### config.mk
export PLATFORM = sky130hd
export DESIGN_NAME = sspr_gain
export DESIGN_NICKNAME = d
export VERILOG_FILES = /design/src/design/sspr_pkg.sv /design/src/design/sspr_gain.sv
export SDC_FILE = /design/constraint.sdc
export NUM_CORES = 2
export LEC_CHECK = 0
export ABC_CLOCK_PERIOD_IN_PS = 3100
export BUFFER_PORTS_ARGS = -buffer_cell sky130_fd_sc_hd__buf_4
export CAP_MARGIN = 20
export CORE_MARGIN = 1.5
export CORE_UTILIZATION = 30
export DETAILED_ROUTE_END_ITERATION = 8
export PLACE_DENSITY_LB_ADDON = 0.3
export SYNTH_ARGS = -nofsm -noshare
export SYNTH_HDL_FRONTEND = slang
export SYNTH_SLANG_ARGS = --single-unit
### constraint.sdc
create_clock -name clk -period 3.1 [get_ports clk]
set_input_delay 0.465 -clock clk [delete_from_list [all_inputs] [get_ports clk]]
set_output_delay 0.465 -clock clk [all_outputs]
set_load 0.01 [all_outputs]
### src/design/sspr_pkg.sv
// Shared constants, register codes and the arctangent table of the phase rotator.
// Used by every module of the rotator; depends on nothing.
package sspr_pkg;

	localparam int GUARD        = 12;
	localparam int CORDIC_STEPS = 30;
	localparam int POT_W        = 24;
	localparam int PSCALE_W     = 24;
	localparam int KCOEFF_W     = 32;
	localparam int TURN_W       = 32;
	localparam int DATA_W       = 32;
	localparam int INDEX_W      = 3;
	localparam logic [29:0] INVK_Q30 = 30'd652032874;

	typedef enum logic [INDEX_W-1:0] {
		REG_MODE    = 3'd0,
		REG_PSCALE  = 3'd1,
		REG_KCOEFF  = 3'd2,
		REG_COLUMNS = 3'd3,
		REG_ROWS    = 3'd4
	} reg_index_t;

	function automatic logic [TURN_W-1:0] atan_turn(input int step);
		logic [TURN_W-1:0] a;
		case (step)
			0:  a = 32'h20000000;
			1:  a = 32'h12E4051E;
			2:  a = 32'h09FB385B;
			3:  a = 32'h051111D4;
			4:  a = 32'h028B0D43;
			5:  a = 32'h0145D7E1;
			6:  a = 32'h00A2F61E;
			7:  a = 32'h00517C55;
			8:  a = 32'h0028BE53;
			9:  a = 32'h00145F2F;
			10: a = 32'h000A2F98;
			11: a = 32'h000517CC;
			12: a = 32'h00028BE6;
			13: a = 32'h000145F3;
			14: a = 32'h0000A2FA;
			15: a = 32'h0000517D;
			16: a = 32'h000028BE;
			17: a = 32'h0000145F;
			18: a = 32'h00000A30;
			19: a = 32'h00000518;
			20: a = 32'h0000028C;
			21: a = 32'h00000146;
			22: a = 32'h000000A3;
			23: a = 32'h00000051;
			24: a = 32'h00000029;
			25: a = 32'h00000014;
			26: a = 32'h0000000A;
			27: a = 32'h00000005;
			28: a = 32'h00000003;
			29: a = 32'h00000001;
			default: a = '0;
		endcase
		return a;
	endfunction

endpackage

### src/design/sspr_gain.sv
// Two-stage gain correction: multiply by the inverse CORDIC gain, round, saturate.
// Depends on sspr_pkg.
module sspr_gain #(
	parameter int AW = 18,
	parameter int XW = 33
) (
	input  logic                 clk,
	input  logic                 arst_n,
	input  logic                 in_valid,
	input  logic signed [XW-1:0] x_in,
	input  logic signed [XW-1:0] y_in,
	output logic                 out_valid,
	output logic signed [AW-1:0] x_out,
	output logic signed [AW-1:0] y_out
);

	localparam int FRAC_RAW = 62 - AW - sspr_pkg::GUARD;
	localparam int FRAC     = (FRAC_RAW > 30) ? 30 : FRAC_RAW;
	localparam int SH       = sspr_pkg::GUARD + FRAC;
	localparam int PRW      = XW + 31;
	localparam logic [29:0] INVK = sspr_pkg::INVK_Q30 >> (30 - FRAC);
	localparam logic signed [PRW-1:0] HALF = PRW'(1) <<< (SH - 1);
	localparam logic signed [PRW-1:0] HI   = PRW'((64'sd1 <<< (AW - 1)) - 1);
	localparam logic signed [PRW-1:0] LO   = -HI - PRW'(1);

	logic                  valid_s1;
	logic signed [PRW-1:0] px_s1, py_s1;
	logic signed [PRW-1:0] rx, ry;

	function automatic logic signed [AW-1:0] clip(input logic signed [PRW-1:0] v);
		logic signed [PRW-1:0] c;
		c = v;
		if (v > HI)
			c = HI;
		else if (v < LO)
			c = LO;
		return c[AW-1:0];
	endfunction

	always_ff @(posedge clk or negedge arst_n) begin
		if (!arst_n) begin
			valid_s1 <= 1'b0;
			out_valid <= 1'b0;
		end else begin
			valid_s1 <= in_valid;
			out_valid <= valid_s1;
		end
	end

	always_comb begin
		rx = (px_s1 + HALF) >>> SH;
		ry = (py_s1 + HALF) >>> SH;
	end

	always_ff @(posedge clk) begin
		px_s1 <= PRW'(x_in) * $signed({1'b0, INVK});
		py_s1 <= PRW'(y_in) * $signed({1'b0, INVK});
		x_out <= clip(rx);
		y_out <= clip(ry);
	end

endmodule

==> impl_metrics.json <==
{
  "status": "complete, but fails checks",
  "violations": "negative setup slack",
  "setup.worst_path.end_class": "flip-flop",
  "vias": 31181,
  "tightest_slew_ps": 531,
  "syn-num-nets": 5862,
  "skew_ps": 13.5,
  "cp_max_fo": 5,
  "clock_path_buffers": 2,
  "period_needed_ps": 6780,
  "fin_cells": 7075,
  "required_ps": 3310,
  "ys_top_cells_by_area": "fa_1 (42%), ha_1 (23%), inv_1 (12%), xor2_1 (4.2%), dfxtp_1 (4.0%)",
  "clk_pin_slew_worst_paths_ps": 70,
  "yosysSeqAreaShare_pct": 4.14,
  "holdPathStages": 1,
  "cp-start-kind": "primary input",
  "ios": 106,
  "finalMaxSlewViolations": 0,
  "relSlewSlack_pct": 64.5,
  "utilization_pct": 41.6,
  "cts.sinks": 84,
  "synth_most_common_cell": "inv_1",
  "clk_latency_ps": 340,
  "path_delay_family": "adder cells",
  "grt_pass1_vias": 34742,
  "track_usage_pct": 20.0,
  "worst_path_max_delay_cell": "fa_2",
  "antenna_found_initial": 0,
  "root_buffer": "clkbuf_16",
  "grt_max_degree": 26,
  "synthCells": 4177,
  "path_common_cell": "fa_1",
  "die_y_um": 372,
  "synthTopCellsByCount": "inv_1 (1359), fa_1 (857), ha_1 (759), xor2_1 (194), a21oi_1 (166)",
  "dieWidth_um": 372,
  "dp_hpwl_mm": 124,
  "finalCritPeriodShare_pct": 219,
  "detail_route.wl_per_cell_um": 19.0,
  "rsz0062_at_grt": "true",
  "synthesis.area_mm2": 0.0408,
  "fmax_ghz": 0.148,
  "crit_buf_inv": 8,
  "grt_pass1_wl_mm": 209,
  "cts_tree": "yes",
  "cts_buffers": 9,
  "netlist.area_leader.share_pct": 42.0,
  "vias_per_cell": 4.41,
  "critPathKind": "in2reg",
  "port_buffers": 105,
  "place.gp.congestion": 0.974,
  "layout.nets": 6974,
  "core_mm2": 0.135,
  "ys_types": 80,
  "ys_ff_latch": 84,
  "synth-async-reset-ratio_pct": 2.38,
  "fin_ws_ps": -3680,
  "rr_worst_depth": 10,
  "min_path_type": "in2reg",
  "die_area_mm2": 0.138,
  "wl_mm": 135,
  "yosys.area.top_type": "fa_1",
  "overflow": 0,
  "h-tree-depth": 3,
  "cp.depth": 27,
  "dr.pass1.iters": 5,
  "setup_viol": 46,
  "ys_warn_count": 0,
  "avgSynthCellArea_um2": 9.77,
  "critPathMaxStageDelay_ps": 580,
  "synthToLayoutAreaGrowth_pct": 37.9,
  "start_util_pct": 30.2,
  "antenna_left": 0,
  "synth_ff_type": "dfxtp_1",
  "rows": 135,
  "first_iter_violations": 1395,
  "synth_edf_count": 0,
  "max_cap_viol_count": 0,
  "antenna_cells": 0,
  "drc": 0,
  "place_inst": 6965,
  "drive_gt1_share_pct": 33.3,
  "hold_violations": 0,
  "worstPathArrival_ps": 6990
}
==> final timing paths <==
| kind | start | slack [ps] | end |
|---|---|---|---|
| max | x_in[24] | -3680 | px_s1[50]$_DFF_P_ |
| min | in_valid | 230 | valid_s1$_DFF_PN0_ |
| max reg2reg | py_s1[41]$_DFF_P_ | 400 | y_out[9]$_SDFF_PN1_ |
| min reg2reg | valid_s1$_DFF_PN0_ | 360 | out_valid$_DFF_PN0_ |
| max in group asynchronous | arst_n | 2570 | valid_s1$_DFF_PN0_ |
| min in group asynchronous | arst_n | 430 | out_valid$_DFF_PN0_ |
==> cell families after synthesis <==
logic type,count (synthesis),synth area share [%]
buffers and inverters,1390,12.8
XOR/XNOR,293,6.30
AND/OR/NAND/NOR,320,3.97
multiplexers,3,0.0766
adder cells (fa/ha/maj),1616,65.3
flip-flops,84,4.14
AO/OA/AOI/OAI,471,7.39
==> per-stage QoR <==
step | setup TNS [ps] | worst slack [ps] | cell area [um^2] | hold WS [ps]
2_1_floorplan | -135450 | -3260 | 42800 | 169
3_3_place_gp | -184590 | -4400 | 52600 | 247
3_5_place_dp | -184210 | -4330 | 52600 | 248
4_1_cts | -154000 | -3630 | 55500 | 220
5_1_grt | -163740 | -3840 | 56300 | 220
6_report | -156280 | -3680 | 56300 | 232
==> area by class of cell <==
cell class	count	area (um^2)
multi-input combinational	2703	37800
clock buffer	9	225
timing repair buffer	1131	9150
tap	1781	2230
fill	13171	79000
inverter	1360	5120
sequential	84	1690
clock inverter	7	58.8
==> layout by cell type, fill, tap and decap left out, types with 13 or more instances in the layout <==
master	n
buf_6	75
nand3_1	31
o21ai_1	24
fa_2	69
nand2_1	92
inv_1	1270
buf_12	24
nor2b_1	22
xor2_4	23
a21oi_2	51
a21oi_4	22
ha_4	139
o21ai_2	21
fa_1	788
ha_1	585
a21oi_1	98
nor2_1	41
xor2_1	128
buf_4	1021
inv_2	83
ha_2	35
a21o_1	81
nand4_1	24
o21ai_0	62
xor2_2	44
and3_1	13
dfxtp_1	82
xnor2_1	85
==> state kept, by name, indices dropped and copies added, names as in the netlist <==
register	cells
out_valid	1
px_s1	23
py_s1	23
valid_s1	1
x_out	18
y_out	18
==> timing repair <==
item                                    in CTS  in global routing
hold buffers                                 1                  0
pin swaps                                  277                147
setup buffers                               75                 35
hold endpoints to repair                     2                  0
resized for setup                          447                136
endpoints found under the setup margin      46                 46
==> routing by layer <==
| layer | vias up | track usage (%) | routed length (um) |
|---|---|---|---|
| met5 | - | 0 | 0 |
| met4 | 0 | 3.89 | 3080 |
| met3 | 116 | 0.960 | 3930 |
| met2 | 497 | 35.4 | 67500 |
| met1 | 15713 | 27.2 | 60100 |
| li1 | 14855 | - | - |
Power is left out: the tool's default activity adds up to more than one toggle a clock period on the data nets, which glitch-free logic cannot reach.
