===== src/design/sspr_pkg.sv =====
// Shared constants, register codes and the arctangent table of the phase rotator.
// Used by every module of the rotator; depends on nothing.
package sspr_pkg;

	localparam int GUARD        = 12;
	localparam int CORDIC_STEPS = 30;
	localparam int POT_W        = 24;
	localparam int PSCALE_W     = 24;
	localparam int KCOEFF_W     = 32;
	localparam int TURN_W       = 32;
	localparam int DATA_W       = 32;
	localparam int INDEX_W      = 3;
	localparam logic [29:0] INVK_Q30 = 30'd652032874;

	typedef enum logic [INDEX_W-1:0] {
		REG_MODE    = 3'd0,
		REG_PSCALE  = 3'd1,
		REG_KCOEFF  = 3'd2,
		REG_COLUMNS = 3'd3,
		REG_ROWS    = 3'd4
	} reg_index_t;

	function automatic logic [TURN_W-1:0] atan_turn(input int step);
		logic [TURN_W-1:0] a;
		case (step)
			0:  a = 32'h20000000;
			1:  a = 32'h12E4051E;
			2:  a = 32'h09FB385B;
			3:  a = 32'h051111D4;
			4:  a = 32'h028B0D43;
			5:  a = 32'h0145D7E1;
			6:  a = 32'h00A2F61E;
			7:  a = 32'h00517C55;
			8:  a = 32'h0028BE53;
			9:  a = 32'h00145F2F;
			10: a = 32'h000A2F98;
			11: a = 32'h000517CC;
			12: a = 32'h00028BE6;
			13: a = 32'h000145F3;
			14: a = 32'h0000A2FA;
			15: a = 32'h0000517D;
			16: a = 32'h000028BE;
			17: a = 32'h0000145F;
			18: a = 32'h00000A30;
			19: a = 32'h00000518;
			20: a = 32'h0000028C;
			21: a = 32'h00000146;
			22: a = 32'h000000A3;
			23: a = 32'h00000051;
			24: a = 32'h00000029;
			25: a = 32'h00000014;
			26: a = 32'h0000000A;
			27: a = 32'h00000005;
			28: a = 32'h00000003;
			29: a = 32'h00000001;
			default: a = '0;
		endcase
		return a;
	endfunction

endpackage


===== src/design/sspr_phase.sv =====
// Three-stage front end: phase angle from potential or frequency, quarter-turn fold.
// Depends on sspr_pkg.
module sspr_phase #(
	parameter int AW = 18,
	parameter int PW = 24,
	parameter int IW = 10,
	parameter int SW = 11,
	parameter int XW = 33
) (
	input  logic                                 clk,
	input  logic                                 arst_n,
	input  logic                                 in_valid,
	input  logic signed [AW-1:0]                 re_in,
	input  logic signed [AW-1:0]                 im_in,
	input  logic signed [sspr_pkg::POT_W-1:0]    potential,
	input  logic [IW-1:0]                        col,
	input  logic [IW-1:0]                        row,
	input  logic                                 mode,
	input  logic [sspr_pkg::PSCALE_W-1:0]        pscale,
	input  logic [sspr_pkg::KCOEFF_W-1:0]        kcoeff,
	input  logic [SW-1:0]                        columns,
	input  logic [SW-1:0]                        rows,
	output logic                                 out_valid,
	output logic signed [XW-1:0]                 x_out,
	output logic signed [XW-1:0]                 y_out,
	output logic signed [sspr_pkg::TURN_W-1:0]   z_out
);

	localparam int PPW = sspr_pkg::PSCALE_W + sspr_pkg::POT_W + 1;
	localparam int SQW = 2 * SW + 1;
	localparam int KPW = sspr_pkg::KCOEFF_W + SQW;

	logic signed [PPW-1:0] pprod;
	logic signed [SW:0]    fx, fy;
	logic [KPW-1:0]        kprod;
	logic [PW-1:0]         phase;
	logic [31:0]           zt;
	logic                  fold;
	logic signed [AW:0]    xn, yn;

	logic                  valid_s1, valid_s2;
	logic signed [AW-1:0]  x_s1, y_s1, x_s2, y_s2;
	logic                  mode_s1, mode_s2;
	logic [PW-1:0]         pphase_s1, pphase_s2;
	logic signed [SW:0]    fx_s1, fy_s1;
	logic [SQW-1:0]        sq_s2;

	always_comb begin
		pprod = $signed({1'b0, pscale}) * PPW'(potential);
		if ({1'b0, col} > ((SW+1)'(columns) >> 1))
			fx = $signed((SW+1)'(col)) - $signed({1'b0, columns});
		else
			fx = $signed((SW+1)'(col));
		if ({1'b0, row} > ((SW+1)'(rows) >> 1))
			fy = $signed((SW+1)'(row)) - $signed({1'b0, rows});
		else
			fy = $signed((SW+1)'(row));
	end

	always_ff @(posedge clk or negedge arst_n) begin
		if (!arst_n) begin
			valid_s1 <= 1'b0;
			valid_s2 <= 1'b0;
			out_valid <= 1'b0;
		end else begin
			valid_s1 <= in_valid;
			valid_s2 <= valid_s1;
			out_valid <= valid_s2;
		end
	end

	always_ff @(posedge clk) begin
		x_s1      <= re_in;
		y_s1      <= im_in;
		mode_s1   <= mode;
		pphase_s1 <= pprod[40-PW +: PW];
		fx_s1     <= fx;
		fy_s1     <= fy;
		x_s2      <= x_s1;
		y_s2      <= y_s1;
		mode_s2   <= mode_s1;
		pphase_s2 <= pphase_s1;
		sq_s2     <= SQW'(fx_s1 * fx_s1) + SQW'(fy_s1 * fy_s1);
	end

	always_comb begin
		kprod = KPW'(kcoeff) * KPW'(sq_s2);
		phase = mode_s2 ? kprod[32-PW +: PW] : pphase_s2;
		zt    = 32'(phase) << (32 - PW);
		fold  = (zt[31:30] == 2'b01) || (zt[31:30] == 2'b10);
		xn    = (AW+1)'(x_s2);
		yn    = (AW+1)'(y_s2);
		if (fold) begin
			xn = -xn;
			yn = -yn;
			zt[31] = ~zt[31];
		end
	end

	always_ff @(posedge clk) begin
		x_out <= XW'(xn) <<< sspr_pkg::GUARD;
		y_out <= XW'(yn) <<< sspr_pkg::GUARD;
		z_out <= $signed(zt);
	end

endmodule


===== config.mk =====
export PLATFORM = sky130hd
export DESIGN_NAME = sspr_phase
export DESIGN_NICKNAME = d
export VERILOG_FILES = /design/src/design/sspr_pkg.sv /design/src/design/sspr_phase.sv
export SDC_FILE = /design/constraint.sdc
export NUM_CORES = 2
export LEC_CHECK = 0
export ABC_CLOCK_PERIOD_IN_PS = 9700
export BUFFER_PORTS_ARGS = -buffer_cell sky130_fd_sc_hd__buf_4
export CORE_UTILIZATION = 40
export DETAILED_ROUTE_END_ITERATION = 10
export MAX_ROUTING_LAYER = met4
export SYNTH_ARGS = -nofsm -noshare
export SYNTH_HDL_FRONTEND = slang
export SYNTH_SLANG_ARGS = --single-unit

===== constraint.sdc =====
create_clock -name clk -period 9.7 [get_ports clk]
set_clock_uncertainty 0.05 [all_clocks]
set_input_delay 2.425 -clock clk [delete_from_list [all_inputs] [get_ports clk]]
set_output_delay 2.425 -clock clk [all_outputs]
set_load 0.005 [all_outputs]

==> impl_metrics.toml <==
[outcome]
run_status = "finished clean"

[finish]
final_cell_mix = "inv_1 (1241), fa_1 (1110), nand2_1 (652), and2_1 (540), ha_1 (359)"
layout-drive-gt1-share_pct = 7.61
final_area_sq_um = 51600
area_delta_synth_final_pct = 8.60
nets = 6764
final_common_cell = "inv_1"

[grt]
antenna_found_initial = 4
grt_pass1_vias = 35400
grt_max_degree = 32
grt-ovfl-total = 0
grt_usage_pct = 21.3
grt_pass1_wl_um = 195000

[synth]
synth_edf_count = 0
syn_inst = 5024
ys_seq_area_share_pct = 9.84
ys.flop_type = "dfxtp_1"
synth_area_sq_um = 47600
ys_ff_latch = 233
async_reset_ff_share_pct = 1.29
synth.distinct_cells = 65
ys_warn_count = 0
avgSynthCellArea_sq_um = 9.47

[critical_path]
r2r_cells = 25
reg2reg_setup_slack_ns = 1.72
end_kind = "flip-flop"
crit_start = "pscale[16]"
start_kind = "primary input"
path_buf_inv = 9
rr_endpoint = "x_out[14]"
crit_path_frequent_cell = "fa_1"
path_depth = 29
crit_fanout = 3
crit_path_top_delay_cell = "fa_1"
crit_path_max_incr_delay_ns = 0.58
r2r-start = "sq_s2[2]"
cp_top_family = "adder cells"
crit_end = "pphase_s1[23]"
path_class = "primary input to flip-flop"
required_ns = 10.06
cp_data_arrival_time_ns = 9.43

[route]
top_layer = "met4"
wl_met2_um = 57000
met1_length_um = 52300
routed_wl_um = 119000
drc = 0
dr.pass1.iters = 5
avgViaCountPerCell = 4.83
drtIter0Drc = 1866
ant_nets = 0
dr_wl_met3_um = 7770
wl_per_cell_um = 17.9
vias = 32300

[placement]
io_buffer_count = 228
place_area_sq_um = 50700
hpwl_um = 98700
gp_congestion = 0.881

[die]
pin_count = 261
die-width_um = 347
die_h_um = 347
placementRows = 126
coreArea_sq_um = 118000
start_util_pct = 40.3
die-area_sq_um = 120000

[cts]
cts_tree = "done"
cts.sinks = 233
clock_latency_ns = 0.56
root_buffer = "clkbuf_16"
post_cts_buffers = 0
cts.repair.resized = 0
clock_path_buffers = 3
cts_made_buffers = 26
ctsHoldBuffers = 0
htree_levels = 1
path_clk_slew_ns = 0.06

[min_path]
worstHoldPathType = "flip-flop to flip-flop"

[timing]
final_max_slew_viol_count = 0
period_needed_ns = 9.07
setup_viol = 0
worst_slew_pin_slew_ns = 1.28
rsz0062_at_grt = "false"
slew_headroom_pct = 14.7
hold_viol_final = 0
clock.fmax_mhz = 110
finalCritPeriodShare_pct = 93.6
finalSetupTns_ns = 0

[job]
maxCapViolCount = 0
[cell type report]
class,count,area (sq um)
tap,1536,1920
multi-input combinational,3336,37200
clock buffer,33,707
timing repair buffer,295,2240
antenna,3,7.51
sequential,233,4680
fill,11500,66300
clock inverter,13,191
inverter,1241,4660
[per-layer routing]
metal / track usage [%] / vias up
met1: 28.6 / 16700
met4: 4.57 / 0
li1: - / 14600
met2: 34.6 / 907
met3: 2.67 / 135
met5: - / -
[through the flow]
| step | worst slack (ns) | cells | hold WS, ns | util (%) |
|---|---|---|---|---|
| 2_1_floorplan | 0.636 | 5055 | 0.260 | - |
| 3_3_place_gp | 0.0687 | 6641 | 0.261 | 43.0 |
| 3_5_place_dp | 0.0266 | 6641 | 0.262 | 43.0 |
| 4_1_cts | 0.646 | 6687 | 0.266 | 43.8 |
| 5_1_grt | 0.352 | 6689 | 0.273 | 43.8 |
| 6_report | 0.625 | 6690 | 0.268 | 43.8 |
[cells in the mapped netlist, types with 27 or more instances]
cell	count	share of area [%]
clkbuf_1	191	1.5
nor2_1	76	0.60
xor2_1	32	0.59
ha_1	359	9.4
xnor2_1	155	2.9
fa_1	1110	47
o21ai_0	41	0.43
mux2_2	35	0.83
a21o_1	27	0.43
inv_1	1241	9.8
nand2_1	652	5.1
dfxtp_1	230	9.7
and2_1	540	7.1
nor2b_1	43	0.57
a21oi_1	50	0.53
buf_4	39	0.62
[worst min path at each step]
stage | cells past startpoint | slack [ns] | start | endpoint
2_1_floorplan | 0 | 0.26 | mode_s1 | mode_s2
3_3_place_gp | 0 | 0.26 | x_s1[10] | x_s2[10]
3_5_place_dp | 0 | 0.26 | pphase_s1[1] | pphase_s2[1]
4_1_cts | 0 | 0.27 | pphase_s1[1] | pphase_s2[1]
5_1_grt | 0 | 0.27 | pphase_s1[4] | pphase_s2[4]
6_report | 0 | 0.27 | pphase_s1[7] | pphase_s2[7]
[logic make-up after synthesis]
group                    count (synthesis)  share of synthesized area [%]
AO/OA/AOI/OAI                          207                           2.93
multiplexers                            37                          0.871
XOR/XNOR                               189                           3.51
buffers and inverters                 1486                           12.1
other                                    1                        0.00788
flip-flops                             233                           9.84
AND/OR/NAND/NOR                       1402                           14.6
adder cells (fa/ha/maj)               1469                           56.2
[flip-flops by register name (all words and copies together) (netlist names), 12 cells and up]
signal,count
z_out,23
pphase_s1,24
x_s1,18
fy_s1,12
pphase_s2,24
x_s2,18
y_out,19
y_s1,18
x_out,19
fx_s1,12
sq_s2,23
y_s2,18
[worst reg2reg max path, cell delays in order, from the launching register on]
cell	delay (ns)
dfxtp_1	1.04
buf_4	0.38
nand2_1	0.12
fa_1	0.46
fa_1	0.53
fa_1	0.61
fa_1	0.46
fa_1	0.54
inv_1	0.05
fa_1	0.49
inv_1	0.05
fa_1	0.47
inv_1	0.04
ha_1	0.38
a21oi_1	0.10
nor2b_1	0.11
o21ai_0	0.08
o211ai_1	0.10
o21ba_1	0.21
o31ai_4	0.40
a21o_1	0.21
a2111o_1	0.14
o221a_2	0.30
buf_12	0.19
or2b_1	0.25
xnor2_1	0.12
Power is left out: the tool's default activity adds up to more than one toggle a clock period on the data nets, which glitch-free logic cannot reach.
