$ cat src/design/sspr_pkg.sv
// Shared constants, register codes and the arctangent table of the phase rotator.
// Used by every module of the rotator; depends on nothing.
package sspr_pkg;

	localparam int GUARD        = 12;
	localparam int CORDIC_STEPS = 30;
	localparam int POT_W        = 24;
	localparam int PSCALE_W     = 24;
	localparam int KCOEFF_W     = 32;
	localparam int TURN_W       = 32;
	localparam int DATA_W       = 32;
	localparam int INDEX_W      = 3;
	localparam logic [29:0] INVK_Q30 = 30'd652032874;

	typedef enum logic [INDEX_W-1:0] {
		REG_MODE    = 3'd0,
		REG_PSCALE  = 3'd1,
		REG_KCOEFF  = 3'd2,
		REG_COLUMNS = 3'd3,
		REG_ROWS    = 3'd4
	} reg_index_t;

	function automatic logic [TURN_W-1:0] atan_turn(input int step);
		logic [TURN_W-1:0] a;
		case (step)
			0:  a = 32'h20000000;
			1:  a = 32'h12E4051E;
			2:  a = 32'h09FB385B;
			3:  a = 32'h051111D4;
			4:  a = 32'h028B0D43;
			5:  a = 32'h0145D7E1;
			6:  a = 32'h00A2F61E;
			7:  a = 32'h00517C55;
			8:  a = 32'h0028BE53;
			9:  a = 32'h00145F2F;
			10: a = 32'h000A2F98;
			11: a = 32'h000517CC;
			12: a = 32'h00028BE6;
			13: a = 32'h000145F3;
			14: a = 32'h0000A2FA;
			15: a = 32'h0000517D;
			16: a = 32'h000028BE;
			17: a = 32'h0000145F;
			18: a = 32'h00000A30;
			19: a = 32'h00000518;
			20: a = 32'h0000028C;
			21: a = 32'h00000146;
			22: a = 32'h000000A3;
			23: a = 32'h00000051;
			24: a = 32'h00000029;
			25: a = 32'h00000014;
			26: a = 32'h0000000A;
			27: a = 32'h00000005;
			28: a = 32'h00000003;
			29: a = 32'h00000001;
			default: a = '0;
		endcase
		return a;
	endfunction

endpackage

$ cat src/design/sspr_cell.sv
// One registered CORDIC rotation step with its fixed shift and arctangent.
// Depends on sspr_pkg.
module sspr_cell #(
	parameter int STEP = 0,
	parameter int XW   = 33
) (
	input  logic                               clk,
	input  logic                               arst_n,
	input  logic                               in_valid,
	input  logic signed [XW-1:0]               x_in,
	input  logic signed [XW-1:0]               y_in,
	input  logic signed [sspr_pkg::TURN_W-1:0] z_in,
	output logic                               out_valid,
	output logic signed [XW-1:0]               x_out,
	output logic signed [XW-1:0]               y_out,
	output logic signed [sspr_pkg::TURN_W-1:0] z_out
);

	localparam logic signed [sspr_pkg::TURN_W-1:0] ANGLE = sspr_pkg::atan_turn(STEP);

	logic signed [XW-1:0] dx, dy;

	assign dx = y_in >>> STEP;
	assign dy = x_in >>> STEP;

	always_ff @(posedge clk or negedge arst_n) begin
		if (!arst_n) begin
			out_valid <= 1'b0;
		end else begin
			out_valid <= in_valid;
		end
	end

	always_ff @(posedge clk) begin
		if (!z_in[sspr_pkg::TURN_W-1]) begin
			x_out <= x_in - dx;
			y_out <= y_in + dy;
			z_out <= z_in - ANGLE;
		end else begin
			x_out <= x_in + dx;
			y_out <= y_in - dy;
			z_out <= z_in + ANGLE;
		end
	end

endmodule

$ cat config.mk
export PLATFORM = sky130hd
export DESIGN_NAME = sspr_cell
export DESIGN_NICKNAME = d
export VERILOG_FILES = /design/src/design/sspr_pkg.sv /design/src/design/sspr_cell.sv
export SDC_FILE = /design/constraint.sdc
export NUM_CORES = 1
export LEC_CHECK = 0
export BUFFER_PORTS_ARGS = -buffer_cell sky130_fd_sc_hd__buf_2
export CAP_MARGIN = 15
export CORE_MARGIN = 5
export CORE_UTILIZATION = 55
export DETAILED_ROUTE_END_ITERATION = 10
export HOLD_SLACK_MARGIN = 0.15
export PLACE_DENSITY = 0.82
export SYNTH_ARGS = -nofsm -noshare
export SYNTH_HDL_FRONTEND = slang
export SYNTH_SLANG_ARGS = --single-unit
$ cat constraint.sdc
create_clock -name clk -period 0.8 [get_ports clk]
set_input_delay 0.16 -clock clk [delete_from_list [all_inputs] [get_ports clk]]
set_output_delay 0.16 -clock clk [all_outputs]
set_load 0.01 [all_outputs]
==> results of run 1 <==
==> per-stage QoR <==
stage	hold slack [ns]	instance area, µm²
2_1_floorplan	-0.1356	8387
3_3_place_gp	-0.06460	11800
3_5_place_dp	-0.05873	11800
==> logic make-up after synthesis <==
group                      Yosys count  synth area share
buffers and inverters              146           0.08053
and+or+nand+nor                    218            0.1339
DFF                                 98            0.2527
muxes                               14           0.01800
adders and majority gates          108            0.1775
AOI/OAI and AO/OA                  322            0.2676
xor gates and xnor gates            62           0.06976
==> Yosys cell counts (4+ instances only) <==
cell type  count
a21oi_1      130
ha_1         104
inv_1        100
dfxtp_1       97
nor2_1        75
o21ai_0       64
xnor2_1       58
nand2_1       56
o21bai_1      27
clkbuf_1      16
mux2i_1       14
nor3_1        14
a211oi_1      12
nand3_1       12
a21o_1        11
a31oi_1       11
buf_4         10
buf_2          9
o31ai_1        9
nand2b_1       7
nor2b_1        7
o211ai_1       7
nand4_1        6
a211o_1        5
nor4_1         5
or2_2          5
or3_1          5
buf_6          4
fa_1           4
inv_2          4
nor3b_1        4
o31a_1         4
xor2_1         4
==> flow_summary.yaml, run 1 <==
clocking:
  hold_buffers: 33
  clk_path_buf_depth: 2
  cts_root_buffer: "clkbuf_16"
  cts_resized: 233
  cts_buffers: 9
  htreeDepth: 3
  cts_post_setup_buffers_inserted: 35
  cts.sinks: 98
die:
  fp.dieH_um: 129.0
  io_pins: 200
  start_util: 0.5608
  fp-row-count: 43
  die_x_um: 129.0
yosys:
  synth_edf_count: 0
  synth-async-reset-ratio: 0.01020
  synth.area.top_cells: "dfxtp_1, ha_1, a21oi_1"
  yosys_warnings: 0
  syn-cell-area_um2: 7784
  syn_inst: 968
  yosys.area.top_type: "dfxtp_1"
  syn-mean-instance-area_um2: 8.041
  yosys.area.top_type_share: 0.2495
  synth_ff_type: "dfxtp_1"
  ys_types: 79
  yosysSeqAreaShare: 0.2527
  syn_nets: 1177
  ys_ff_latch: 98
status:
  tool.error: "[ERROR DPL-0033] detailed placement checks failed during check placement."
  status: "aborted with a tool error"
  haltStage: "4_1_cts"
placed_design:
  gp_congestion: 1.035
  post-dp-hpwl_um: 26120
  pre_cts_ws_ns: -2.006
  io_buffers: 199
  post-place-cells: 1633
==> inputs of run 2 (changes only) <==
Settings changed: CORE_UTILIZATION 55 to 40, HOLD_SLACK_MARGIN 0.15 to unset, PLACE_DENSITY 0.82 to unset, PLACE_DENSITY_LB_ADDON set to 0.15.
==> run 2 against run 1 <==
  * The flow now finishes, with violations (setup timing)
  * Synthesized cell count unchanged
  * Synthesized area unchanged
==> flow_summary.yaml, run 2 <==
route:
  drtPass1Iterations: 5
  drt-total-wl_um: 31450
  drc: 0
  wl_met3_um: 1933
  via_count: 9252
  highest_layer: "met4"
  viasPerCell: 5.114
  wire_per_inst_um: 17.39
  m1WireLength_um: 13210
  initialDrtViolationCount: 640
  drt.antenna.violating_nets: 0
  met2_length_um: 15630
critical_path:
  worstPathRequired_ns: 1.05
  cp_max_fo: 3
  worstPathCellList: "buf_12 -> ha_4 -> fa_2 -> nor2b_4 -> o21ai_4 -> a21oi_2 -> a211oi_2 -> o21ai_4 -> a221oi_4 -> nand3_1 -> a32oi_2 -> xnor2_1"
  slowest_delay_ns: 0.38
  end_kind: "flop"
  path_class: "input port to flop"
  cpMaxStageDelayCell: "a221oi_4"
  start_kind: "input port"
  cp.arrival_ns: 2.59
  cp_common_cell: "o21ai_4"
timing:
  slew_headroom: 0.6837
  setup_viol: 163
  period_needed_ns: 2.344
  fmax_mhz: 426.7
  maxSlewViolCount: 0
  finalHoldViolations: 0
  setup_slack_ns: -1.544
  worstMarginPinSlew_ns: 0.4701
  fin_crit_sh: 2.929
  rsz0062_at_grt: "yes"
  hold_ws_ns: 0.09638
  fin_tns_setup_ns: -85.31
clocking:
  cts.sinks: 98
  cts_root_buffer: "clkbuf_16"
  tritoncts: "yes"
  cts_buffers: 9
  clk_path_buf_depth: 2
  path_clk_slew_ns: 0.07
  htreeDepth: 3
placed_design:
  place_area_um2: 11980
  gp_congestion: 0.9293
  io_buffers: 199
  pre_cts_ws_ns: -1.948
  post-dp-hpwl_um: 23250
yosys:
  yosysMostFrequentCell: "a21oi_1"
  yosysSeqAreaShare: 0.2527
  synth_edf_count: 0
  syn-mean-instance-area_um2: 8.041
  syn-cell-area_um2: 7784
  yosys.area.top_type_share: 0.2495
  ys_types: 79
  yosys.area.top_type: "dfxtp_1"
  yosys_warnings: 0
  syn_inst: 968
  synth_ff_type: "dfxtp_1"
  synth.area.top_cells: "dfxtp_1, ha_1, a21oi_1"
  synth-async-reset-ratio: 0.01020
  netlist_top_cells_count: "a21oi_1, ha_1, inv_1, dfxtp_1, nor2_1"
  ys_ff_latch: 98
  syn_nets: 1177
global_route:
  grt_pass1_vias: 9101
  grt_pass1_wl_um: 46580
  grt_overflow: 0
  antenna_found_initial: 0
  grt_usage: 0.2598
  grt_max_degree: 21
layout:
  top_regs: "x_out (33), y_out (32), z_out (32)"
  num_antenna_cells: 0
  largest_register_ffs: 33
  syn2layout_area_growth_pct: 86.79
  final_area_um2: 14540
  drive_gt1_frac: 0.5758
  largest_register: "x_out"
  nNetsFinal: 1748
  mostFrequentLayoutCells: "buf_4, buf_2, buf_6"
  layout_commonest_cell: "buf_4"
  fin_util: 0.7520
power_and_ir_drop:
  vdd_drop_max_mv: 1.002
  pwr_density_cell_nw_per_um2: 1501
  power.leakage_nw: 6.778
run:
  maxCapViolations: 0
die:
  start_util: 0.4026
  fp.dieH_um: 149.5
  die_x_um: 149.5
  die_area_um2: 22350
  fp-row-count: 51
  io_pins: 200
  core_um2: 19330
status:
  status: "finished with violations"
  violations: "setup timing"
worst_hold_path:
  hold_class: "input port to flop"
  min_path_cells: 2
-- run 2: cell counts after synthesis --
No cell type changed its count.
-- run 2: where the power goes --
part / switching, W / leakage [nW] / internal, W
clock: 0.00211 / 0.122 / 0.00213
sequential: 0.000392 / 0.831 / 0.00588
combinational: 0.00542 / 5.82 / 0.00587
total: 0.00793 / 6.78 / 0.0139
-- run 2: worst max-delay path, delay by kind of cell --
| kind | cells | cell delay [ns] |
|---|---|---|
| fa+ha+maj | 2 | 0.50 |
| xor+xnor | 1 | 0.09 |
| simple gates | 2 | 0.31 |
| compound gates | 6 | 1.41 |
| buf+inv | 1 | 0.11 |
-- run 2: area by class of cell --
cell class | instances | area, µm²
Clock buffer | 11 | 232.7
Clock inverter | 5 | 40.04
Fill cell | 1404 | 4796
Inverter | 106 | 503.0
Multi-Input combinational cell | 724 | 6599
Sequential cell | 98 | 2031
Tap cell | 265 | 331.6
Timing Repair Buffer | 600 | 4802
-- run 2: path summary, 6_finish.rpt --
check,to,start
worst max-delay path,x_out[30],y_in[0]
worst min-delay path,z_out[30],z_in[30]
max in group asynchronous,out_valid,arst_n
min in group asynchronous,out_valid,arst_n
-- run 2: logic make-up (layout without fill, tap and decap cells) --
kind of cell | after synthesis | in the layout | synth area share
flops | 98 | 98 | 0.2527
compound gates | 322 | 322 | 0.2676
mux | 14 | 14 | 0.01800
buf+inv | 146 | 722 | 0.08053
xor+xnor | 62 | 62 | 0.06976
simple gates | 218 | 218 | 0.1339
fa+ha+maj | 108 | 108 | 0.1775
-- run 2: routing by layer --
layer  up-vias  global-route usage
met4         0             0.06636
met1      4365              0.3395
met5         -                   0
met3        50             0.03331
met2       345              0.4538
li1       4492                   -
-- run 2: repair_timing --
item / 4_1_cts / 5_1_grt
gates resized for setup: 209 / 182
setup endpoints to repair: 164 / 163
setup buffers: 27 / 23
hold endpoints to repair: 32 / 0
hold buffers: 32 / 0
pin swaps: 101 / 96
-- run 2: metrics by stage --
stage | instances | power [W]
after floorplan | 968 | 0.01066
after global placement | 1720 | 0.01485
after detailed placement | 1720 | 0.01491
after CTS | 1792 | 0.02052
after global routing | 1809 | 0.02289
final | 1809 | 0.02182
(Power assumes the default switching activity.)
==> inputs of run 3 (changes only) <==
Settings changed: MAX_ROUTING_LAYER set to met4, SETUP_SLACK_MARGIN set to 0.4.
==> run 3 against run 2 <==
  * The flow finishes with violations (hold timing, setup timing)
  * Critical path depth up 1
  * Combinational power about the same
  * First-iteration DRC count down 16%
  * Die area unchanged
  * Utilization about the same
  * Routed wire length down 2.3%
  * Clock power up 1%
  * Sequential cell count unchanged
  * Via count down 2.4%
  * Clock-buffer cell count down 1
  * Setup slack better by 0.051 ns
  * Power up 1.9%
  * Largest power group unchanged
==> flow_summary.yaml, run 3 (synthesis results as in run 2) <==
route:
  drc: 0
  drtPass1Iterations: 5
  wire_per_inst_um: 17.31
  initialDrtViolationCount: 539
  via_count: 9027
  viasPerCell: 5.086
  drt.antenna.violating_nets: 0
  drt-total-wl_um: 30720
power_and_ir_drop:
  pwr_density_cell_nw_per_um2: 1529
  power.total_w: 0.02224
  power.leakage_nw: 6.712
  vdd_drop_max_mv: 1.039
global_route:
  grt_pass1_wl_um: 47230
  grt_usage: 0.2719
  grt_pass1_vias: 9144
  antenna_found_initial: 0
  grt_overflow: 0
  grt_max_degree: 55
timing:
  maxSlewViolCount: 0
  finalHoldViolations: 31
  fin_tns_setup_ns: -82.95
  fmax_mhz: 436.2
  hold_ws_ns: -0.1094
  period_needed_ns: 2.292
  fin_crit_sh: 2.866
  rsz0062_at_grt: "yes"
  worstMarginPinSlew_ns: 0.6342
  slew_headroom: 0.5736
  setup_viol: 162
  setup_slack_ns: -1.492
layout:
  mostFrequentLayoutCells: "buf_4, buf_6, dfxtp_2"
  top_regs: "x_out (33), y_out (32), z_out (32)"
  fill_cells: 1399
  largest_register: "x_out"
  syn2layout_area_growth_pct: 86.90
  layout.cells.non_filler: 1775
  layout_commonest_cell: "buf_4"
  drive_gt1_frac: 0.6192
  num_antenna_cells: 0
  largest_register_ffs: 33
  nNetsFinal: 1714
  fin_util: 0.7524
critical_path:
  end_kind: "flop"
  start_kind: "input port"
  cp.arrival_ns: 2.53
  worstPathRequired_ns: 1.04
  path_class: "input port to flop"
  cp_max_fo: 3
placed_design:
  io_buffers: 199
  post-dp-hpwl_um: 23070
  pre_cts_ws_ns: -2.008
  post-place-cells: 1713
  gp_congestion: 0.9254
die:
  core_um2: 19330
  die_x_um: 149.5
  io_pins: 200
  fp.dieH_um: 149.5
  start_util: 0.4026
  die_area_um2: 22350
  fp-row-count: 51
clocking:
  tritoncts: "yes"
  htreeDepth: 3
  hold_buffers: 1
  clk_path_buf_depth: 2
  cts_buffers: 9
  cts.sinks: 98
  path_clk_slew_ns: 0.08
  cts_root_buffer: "clkbuf_16"
worst_hold_path:
  hp-start: "z_in[12]"
  hold_class: "input port to flop"
  hold_end: "z_out[12]"
  min_path_cells: 1
status:
  status: "finished with violations"
  violations: "hold timing, setup timing"
run:
  maxCapViolations: 0
run 3: cell count changes in the layout (fill, tap and decap cells not counted), moves of 4 or more:
cell	change
a21oi_1	+5
a21oi_2	-8
buf_12	-9
buf_2	-51
buf_6	+55
buf_8	+5
dfxtp_1	-47
dfxtp_2	+48
dlygate4sd3_1	-31
nor2_1	-6
nor2_2	+4
run 3: how the worst max path moves through the flow:
stage                  start   endpoint  slack (ns)  cells after the start
floorplan           x_in[13]  y_out[32]       -1.57                     11
finish               y_in[0]  x_out[32]       -1.49                     13
global placement     x_in[0]  x_out[30]       -2.00                     13
CTS                  y_in[0]  x_out[28]       -1.49                     14
detailed placement   x_in[0]  x_out[30]       -2.01                     13
global route         y_in[0]  y_out[30]       -1.56                     13
run 3: power breakdown:
group          internal [W]  total [W]  switching (W)
combinational       0.00619     0.0115        0.00535
clock               0.00215    0.00431        0.00215
sequential          0.00596    0.00640       0.000445
run 3: layout make-up:
cell class,count,area [µm²],area share
well taps,265,331.6,0.02279
multi-input cells,724,6615,0.4547
flip-flops and latches,98,2087,0.1435
clock inverters,6,48.80,0.003354
clock buffers,10,229.0,0.01574
inverters,106,508.0,0.03492
repair buffers,566,4728,0.3250
run 3: layer usage:
metal / part of all wire / wire (µm) / GRT usage / vias to the layer above
li1: - / - / - / 4423
met1: 0.43 / 13280 / 0.3515 / 4241
met2: 0.49 / 15110 / 0.4552 / 314
met3: 0.056 / 1717 / 0.02938 / 49
met4: 0.020 / 612 / 0.07231 / 0
met5: 0 / 0 / - / -
run 3: timing repair:
item	4_1_cts	5_1_grt
resized for setup	322	81
pin swaps	108	90
endpoints found under the setup margin	166	166
endpoints found under the hold margin	32	30
setup buffers	25	20
run 3: stage by stage:
step	hold slack [ns]	area, µm²
after detailed placement	-0.06120	11990
after global placement	-0.06589	11990
final	-0.1094	14550
after floorplan	-0.1356	8511
after CTS	-0.1140	14020
after global routing	-0.1183	14550
run 3: critical path, stage by stage:
cell and delay, ns:
buf_8 0.11, ha_4 0.16, fa_2 0.34, nor2b_4 0.15, o21ai_4 0.20, buf_6 0.13, a211oi_4 0.06, o41ai_4 0.42
o31ai_4 0.13, a21oi_4 0.23, o41ai_4 0.09, a2bb2oi_2 0.19, xor2_1 0.16
